`src/rtl/s256cr_pkg.sv`:
```
// Package with the SHA-256 round constants, initial hash value and round functions.
package s256cr_pkg;

  localparam int unsigned WordWidth  = 32;
  localparam int unsigned NumWords   = 8;
  localparam int unsigned NumRounds  = 64;
  localparam int unsigned RoundWidth = 6;

  typedef logic [WordWidth-1:0]  word_t;
  typedef logic [RoundWidth-1:0] round_t;
  typedef word_t [NumWords-1:0]  state_t;

  localparam round_t FirstRound = round_t'(0);
  localparam round_t LastRound  = round_t'(NumRounds - 1);

  // Standard initial hash value, word 0 first
  localparam word_t InitHash [NumWords] = '{
    32'h6a09e667, 32'hbb67ae85, 32'h3c6ef372, 32'ha54ff53a,
    32'h510e527f, 32'h9b05688c, 32'h1f83d9ab, 32'h5be0cd19
  };

  // Round constant table
  localparam word_t RoundConst [NumRounds] = '{
    32'h428a2f98, 32'h71374491, 32'hb5c0fbcf, 32'he9b5dba5,
    32'h3956c25b, 32'h59f111f1, 32'h923f82a4, 32'hab1c5ed5,
    32'hd807aa98, 32'h12835b01, 32'h243185be, 32'h550c7dc3,
    32'h72be5d74, 32'h80deb1fe, 32'h9bdc06a7, 32'hc19bf174,
    32'he49b69c1, 32'hefbe4786, 32'h0fc19dc6, 32'h240ca1cc,
    32'h2de92c6f, 32'h4a7484aa, 32'h5cb0a9dc, 32'h76f988da,
    32'h983e5152, 32'ha831c66d, 32'hb00327c8, 32'hbf597fc7,
    32'hc6e00bf3, 32'hd5a79147, 32'h06ca6351, 32'h14292967,
    32'h27b70a85, 32'h2e1b2138, 32'h4d2c6dfc, 32'h53380d13,
    32'h650a7354, 32'h766a0abb, 32'h81c2c92e, 32'h92722c85,
    32'ha2bfe8a1, 32'ha81a664b, 32'hc24b8b70, 32'hc76c51a3,
    32'hd192e819, 32'hd6990624, 32'hf40e3585, 32'h106aa070,
    32'h19a4c116, 32'h1e376c08, 32'h2748774c, 32'h34b0bcb5,
    32'h391c0cb3, 32'h4ed8aa4a, 32'h5b9cca4f, 32'h682e6ff3,
    32'h748f82ee, 32'h78a5636f, 32'h84c87814, 32'h8cc70208,
    32'h90befffa, 32'ha4506ceb, 32'hbef9a317, 32'hc67178f2
  };

  function automatic word_t rotr(input word_t x, input int unsigned n);
    rotr = (x >> n) | (x << (WordWidth - n));
  endfunction

  function automatic word_t big_sigma_a(input word_t x);
    big_sigma_a = rotr(x, 2) ^ rotr(x, 13) ^ rotr(x, 22);
  endfunction

  function automatic word_t big_sigma_e(input word_t x);
    big_sigma_e = rotr(x, 6) ^ rotr(x, 11) ^ rotr(x, 25);
  endfunction

  function automatic word_t choose_bits(input word_t x, input word_t y, input word_t z);
    choose_bits = (x & y) ^ (~x & z);
  endfunction

  function automatic word_t majority_bits(input word_t x, input word_t y, input word_t z);
    majority_bits = (x & y) ^ (x & z) ^ (y & z);
  endfunction

  function automatic state_t init_state();
    state_t s;
    for (int i = 0; i < NumWords; i++) begin
      s[i] = InitHash[i];
    end
    init_state = s;
  endfunction

endpackage

```
`src/rtl/sha256_compression_rounds.sv`:
```
// SHA-256 compression: one round per schedule word, digest after every 64th word.
// A word is taken into the input register and runs its round from there; after the last
// word of a block the working variables are added into the hash and the digest is registered.
// Throughput: one schedule word per cycle, except while a block's last word waits for the
// previous digest to be taken; a single round datapath lies between the input register and the working variables.
// Reset: hash state to the initial value, working variables and round count to zero.
module sha256_compression_rounds
  import s256cr_pkg::*;
(
  input  logic         clk_i,
  input  logic         rst_ni,
  // Input schedule words
  input  logic         s_axis_tvalid,
  output logic         s_axis_tready,
  input  logic [31:0]  s_axis_tdata,   // [31:0] schedule_word
  input  logic         s_axis_tuser,   // [0] start_message
  // Digest output
  output logic         m_axis_tvalid,
  input  logic         m_axis_tready,
  output logic [255:0] m_axis_tdata    // [31:0] digest_word0 ... [255:224] digest_word7
);

  logic   in_valid_q;
  word_t  word_q;
  logic   start_q;
  round_t round_q, round_d;
  state_t hash_q, hash_d;
  state_t vars_q, vars_d;
  logic   out_valid_q;
  state_t digest_q;

  logic   out_free;
  logic   last_round;
  logic   proc;
  logic   s_fire;
  state_t hash_src;
  state_t vars_src;
  word_t  sum_e;
  word_t  sum_a;

  // Process the held word unless it closes a block while the digest is still waiting
  assign out_free      = !out_valid_q || m_axis_tready;
  assign last_round    = (round_q == LastRound);
  assign proc          = in_valid_q && (!last_round || out_free);
  assign s_axis_tready = !in_valid_q || proc;
  assign s_fire        = s_axis_tvalid && s_axis_tready;

  // Capture the incoming transaction
  always_ff @(posedge clk_i or negedge rst_ni) begin
    if (!rst_ni) begin
      in_valid_q <= 1'b0;
    end else if (s_axis_tready) begin
      in_valid_q <= s_axis_tvalid;
    end
  end

  always_ff @(posedge clk_i) begin
    if (s_fire) begin
      word_q  <= s_axis_tdata;
      start_q <= s_axis_tuser;
    end
  end

  // Round datapath: load on the first round, then one compression round
  always_comb begin
    hash_src = hash_q;
    vars_src = vars_q;
    if (round_q == FirstRound) begin
      if (start_q) begin
        hash_src = init_state();
      end
      vars_src = hash_src;
    end

    sum_e = vars_src[7] + big_sigma_e(vars_src[4])
          + choose_bits(vars_src[4], vars_src[5], vars_src[6])
          + RoundConst[round_q] + word_q;
    sum_a = big_sigma_a(vars_src[0])
          + majority_bits(vars_src[0], vars_src[1], vars_src[2]);

    vars_d[7] = vars_src[6];
    vars_d[6] = vars_src[5];
    vars_d[5] = vars_src[4];
    vars_d[4] = vars_src[3] + sum_e;
    vars_d[3] = vars_src[2];
    vars_d[2] = vars_src[1];
    vars_d[1] = vars_src[0];
    vars_d[0] = sum_e + sum_a;

    hash_d = hash_src;
    if (last_round) begin
      for (int i = 0; i < NumWords; i++) begin
        hash_d[i] = hash_src[i] + vars_d[i];
      end
    end

    round_d = round_q + round_t'(1);
  end

  // Advance working state
  always_ff @(posedge clk_i or negedge rst_ni) begin
    if (!rst_ni) begin
      round_q <= FirstRound;
      hash_q  <= init_state();
      vars_q  <= '0;
    end else if (proc) begin
      round_q <= round_d;
      hash_q  <= hash_d;
      vars_q  <= vars_d;
    end
  end

  // Hold the digest until the transaction is taken
  always_ff @(posedge clk_i or negedge rst_ni) begin
    if (!rst_ni) begin
      out_valid_q <= 1'b0;
    end else if (proc && last_round) begin
      out_valid_q <= 1'b1;
    end else if (m_axis_tready) begin
      out_valid_q <= 1'b0;
    end
  end

  always_ff @(posedge clk_i) begin
    if (proc && last_round) begin
      digest_q <= hash_d;
    end
  end

  assign m_axis_tvalid = out_valid_q;
  assign m_axis_tdata  = digest_q;

  // A new digest appears only after a closing round
  a_digest_source: assert property (@(posedge clk_i) disable iff (!rst_ni)
    $rose(out_valid_q) |-> $past(proc && last_round))
    else $error("digest raised without a closing round");

  // A closing round never overwrites a digest that is still waiting
  a_no_overwrite: assert property (@(posedge clk_i) disable iff (!rst_ni)
    (proc && last_round) |-> (!out_valid_q || m_axis_tready))
    else $error("digest overwritten while stalled");

  // Every processed word advances the round count by one
  a_round_step: assert property (@(posedge clk_i) disable iff (!rst_ni)
    proc |=> (round_q == round_t'($past(round_q) + round_t'(1))))
    else $error("round count did not advance");

endmodule
```
`config.mk`:
```
export PLATFORM = sky130hd
export DESIGN_NAME = sha256_compression_rounds
export DESIGN_NICKNAME = d
export VERILOG_FILES = /design/src/rtl/s256cr_pkg.sv /design/src/rtl/sha256_compression_rounds.sv
export SDC_FILE = /design/constraint.sdc
export NUM_CORES = 2
export LEC_CHECK = 0
export BUFFER_PORTS_ARGS = -buffer_cell sky130_fd_sc_hd__buf_2
export CAP_MARGIN = 20
export CORE_ASPECT_RATIO = 1.4
export CORE_UTILIZATION = 65
export CTS_BUF_LIST = sky130_fd_sc_hd__clkbuf_8
export CTS_CLUSTER_DIAMETER = 50
export CTS_CLUSTER_SIZE = 12
export DETAILED_ROUTE_END_ITERATION = 12
export GPL_TIMING_DRIVEN = 0
export PLACE_DENSITY = 0.9
export RECOVER_POWER = 50
export SETUP_SLACK_MARGIN = 0.05
export SYNTH_ARGS = -nofsm -noshare
export SYNTH_HDL_FRONTEND = slang
export SYNTH_SLANG_ARGS = --single-unit
```
`constraint.sdc`:
```
create_clock -name clk_i -period 13.7 [get_ports clk_i]
set_clock_uncertainty 0.15 [all_clocks]
set_input_delay 1.37 -clock clk_i [delete_from_list [all_inputs] [get_ports clk_i]]
set_output_delay 1.37 -clock clk_i [all_outputs]
set_load 0.005 [all_outputs]
```
==> flow_summary.ini, run 1 <==
[status]
lastStage = global routing (5_1_grt)
first-error = [ERROR GRT-0116] Global routing finished with congestion. Check the congestion regions in the DRC Viewer.
status = stopped before the end

[grt]
grt_max_degree = 121
track_usage_pct = 69.1
grt_pass1_wl_mm = 452
grt_pass1_vias = 60922
overflow = 5

[placement]
dp_hpwl_mm = 226
place.gp.congestion = 1.25
placed_cells = 8471
port-buffer-count = 294

[logic_synthesis]
synth_seq_cells = 809
synth.avg_cell_area_sq_um = 8.64
synth.distinct_cells = 89
yosysTopAreaCell = dfrtp_1
synthCells = 6901
syn_area_sq_um = 59600
synthTopCellsByArea = dfrtp_1 16%, edfxtp_1 15%, ha_1 7.7%
synth_flop_cell = dfrtp_1
synthTopCellsByCount = 1123 x nand2_1, 654 x o21ai_0, 525 x inv_1
yosysSeqAreaShare_pct = 36.7
synth_edf_count = 289
syn-num-nets = 7442
yosysMostFrequentCell = nand2_1
yosys_warnings = 0
synth_top_cell_area_share_pct = 16.1
postSynth.asyncResetShare_pct = 64.3

[die]
num_rows = 131
ioPinCount = 295
fp.dieW_um = 258
die_h_um = 360
start_util_pct = 65.5

[clock_network]
cts_htree_levels = 3
numClockSinks = 809
cts_buffers = 90
clockBufferDepth = 3
root_buffer = clkbuf_8
ctsHoldBuffers = 0
[stage by stage]
| stage | hold WS, ns | setup WS [ns] | setup TNS (ns) | area (sq um) |
|---|---|---|---|---|
| after detailed placement | 0.306 | -1.98 | -42.82 | 63800 |
| after floorplan | 0.290 | 2.24 | 0 | 59600 |
| after global placement | 0.304 | -2.05 | -238.12 | 62600 |
| after CTS | 0.325 | 0.0535 | 0 | 65800 |
[cells by family after synthesis]
| group | share of synthesized area (%) |
|---|---|
| multiplexers | 3.13 |
| buffers and inverters | 5.41 |
| AND/OR/NAND/NOR | 17.5 |
| AO/OA/AOI/OAI | 18.1 |
| flip-flops | 36.7 |
| adder cells (fa/ha/maj) | 12.4 |
| XOR/XNOR | 6.83 |
[what timing repair did]
item / CTS
setup endpoints to repair: 64
buffers inserted: 1
resized for setup: 48
[per-layer routing]
layer	global-route usage (%)	overflow
met3	46.9	0
met4	70.8	2
met1	70.4	0
met5	16.0	0
met2	88.8	3
==> run 2, diff against run 1 <==
==> config.mk (replaced) <==
export PLATFORM = sky130hd
export DESIGN_NAME = sha256_compression_rounds
export DESIGN_NICKNAME = d
export VERILOG_FILES = /design/src/rtl/s256cr_pkg.sv /design/src/rtl/sha256_compression_rounds.sv
export SDC_FILE = /design/constraint.sdc
export NUM_CORES = 2
export LEC_CHECK = 0
export BUFFER_PORTS_ARGS = -buffer_cell sky130_fd_sc_hd__buf_2
export CAP_MARGIN = 20
export CORE_UTILIZATION = 40
export DETAILED_ROUTE_END_ITERATION = 12
export GPL_TIMING_DRIVEN = 0
export PLACE_DENSITY_LB_ADDON = 0.15
export RECOVER_POWER = 50
export SYNTH_ARGS = -nofsm -noshare
export SYNTH_HDL_FRONTEND = slang
export SYNTH_SLANG_ARGS = --single-unit
==> flow_summary.ini, run 2 <==
[setup_path]
crit_arrival_ns = 14.13
cp_slowest_stage_delay_ns = 0.64
slowest_stage = edfxtp_1
startpoint = start_q
reg2reg_depth = 45
endpoint = m_axis_tdata[159]
r2r_end = m_axis_tdata[159]
criticalPathCategory = reg2reg
crit_top_cell = fa_1
worstSetupEndpointType = flip-flop
cp_data_required_time_ns = 14.06
rrSetupSlack_ns = -0.07
cp_top_family = compound AO/OA/AOI/OAI gates
path_buf_inv = 9
crit_fanout = 19
reg2reg_from = start_q
critical_path_depth = 45
critPathLaunchType = flip-flop

[grt]
track_usage_pct = 45.2
antenna_found_initial = 64
grt_pass1_wl_mm = 463
overflow = 0
grt_pass1_vias = 54695
grt_max_degree = 99

[hold_path]
hold_path_class = reg2reg

[clock_network]
cts.clk_slew.worst_paths_ns = 0.06
clk_latency_ns = 0.77
cts_htree_levels = 3
cts_tree = built
numClockSinks = 809
clockBufferDepth = 3
cts_buffers = 99
ctsHoldBuffers = 0
root_buffer = clkbuf_16

[run]
maxCapViolCount = 10

[routing]
vias_per_cell = 6.20
ant_nets = 0
avgRoutedWirePerCell_um = 36.7
drtPass1Iterations = 6
first_iter_violations = 7244
drc = 0
routed_wl_mm = 347
num_vias = 58621

[placement]
port-buffer-count = 294
dp_hpwl_mm = 274
preCtsSetupSlack_ns = -3.69
place.gp.congestion = 1.06

[logic_synthesis]
postSynth.asyncResetShare_pct = 64.3
yosys_warnings = 0
synthTopCellsByCount = 1123 x nand2_1, 654 x o21ai_0, 525 x inv_1
synthCells = 6901
synth_flop_cell = dfrtp_1
yosysMostFrequentCell = nand2_1
synth.avg_cell_area_sq_um = 8.64
syn-num-nets = 7442
yosysTopAreaCell = dfrtp_1
synth_edf_count = 289
synth_top_cell_area_share_pct = 16.1
syn_area_sq_um = 59600
synthTopCellsByArea = dfrtp_1 16%, edfxtp_1 15%, ha_1 7.7%
yosysSeqAreaShare_pct = 36.7
synth_seq_cells = 809
synth.distinct_cells = 89

[status]
status = finished, violations left
violations = capacitance limit, slew limit, setup timing

[final_layout]
fin_util_pct = 46.8
syn2layout_area_growth_pct = 16.0
fin_nets = 7939
final_cell_mix = 1123 x nand2_1, 651 x o21ai_0, 522 x inv_1
drive_gt1_share_pct = 11.5
layout_commonest_cell = nand2_1
nFillCells = 14644

[timing]
finalSetupViolCount = 1
hold_viol_final = 0
finalMaxSlewViolations = 450
setup-tns-final_ns = -0.0701
tightestPinTransition_ns = 6.08
relSlewSlack_pct = -305
max_freq_ghz = 0.0726
final.period_utilization_pct = 101
timing.final.ws_setup_ns = -0.0701
min_period_ns = 13.77
rsz0062_at_grt = no

[die]
core-area_sq_um = 148000
die_h_um = 388
start_util_pct = 40.3
fp.dieW_um = 388
num_rows = 141
ioPinCount = 295
dieArea_sq_um = 151000
==> run 2: stage by stage <==
| stage | cell area, sq um | hold WS [ns] | std cells |
|---|---|---|---|
| final | 69100 | 0.327 | 9457 |
| after floorplan | 59600 | 0.290 | 6901 |
| after detailed placement | 65200 | 0.309 | 9219 |
| after CTS | 69100 | 0.211 | 9407 |
| after global routing | 69000 | 0.336 | 9417 |
| after global placement | 63500 | 0.306 | 9125 |
==> run 2: repair_timing <==
item                                    4_1_cts  5_1_grt
gates cloned                                  0        0
pin swaps                                     1        1
resized for setup                            91       55
setup buffers                                 3        3
endpoints found under the setup margin      102       13
==> run 2: logic make-up after synthesis <==
kind of cell,share of synthesized area [%]
AOI/OAI and AO/OA,18.1
xor gates and xnor gates,6.83
DFF,36.7
muxes,3.13
buffers and inverters,5.41
adders and majority gates,12.4
and+or+nand+nor,17.5
==> run 2: worst min path at each step <==
stage,cells past startpoint,slack [ns],end,from
2_1_floorplan,2,0.29,vars_q[13],vars_q[13]
3_3_place_gp,2,0.31,vars_q[147],vars_q[147]
3_5_place_dp,2,0.31,vars_q[147],vars_q[147]
4_1_cts,1,0.21,hash_q[231],rst_ni
5_1_grt,2,0.34,hash_q[97],hash_q[97]
6_report,2,0.33,vars_q[105],vars_q[105]
==> run 2: worst min-delay path: stages, from the launching register on <==
cell	delay [ns]
dfrtp_1	0.34
nand2_1	0.05
nand2_1	0.05
==> run 2: cell type report <==
class | count | area, sq um | share of cell area (%)
Tap cell | 1930 | 2410 | 3.49
Clock inverter | 73 | 960 | 1.39
Sequential cell | 809 | 21900 | 31.6
Timing Repair Buffer | 399 | 2800 | 4.05
Clock buffer | 115 | 2580 | 3.73
Inverter | 528 | 1990 | 2.88
Multi-Input combinational cell | 5234 | 35000 | 50.7
Buffer | 327 | 1410 | 2.03
Antenna cell | 42 | 105 | 0.152
==> run 2: per-layer routing <==
layer	track usage, %	share of wire [%]
met5	0	0.027
met4	36.1	9.3
met1	55.8	38
met2	66.4	42
met3	12.2	11
Power of run 2 is not shown: default switching activity piles up to over one toggle a cycle in this logic, so the estimate is an artifact.
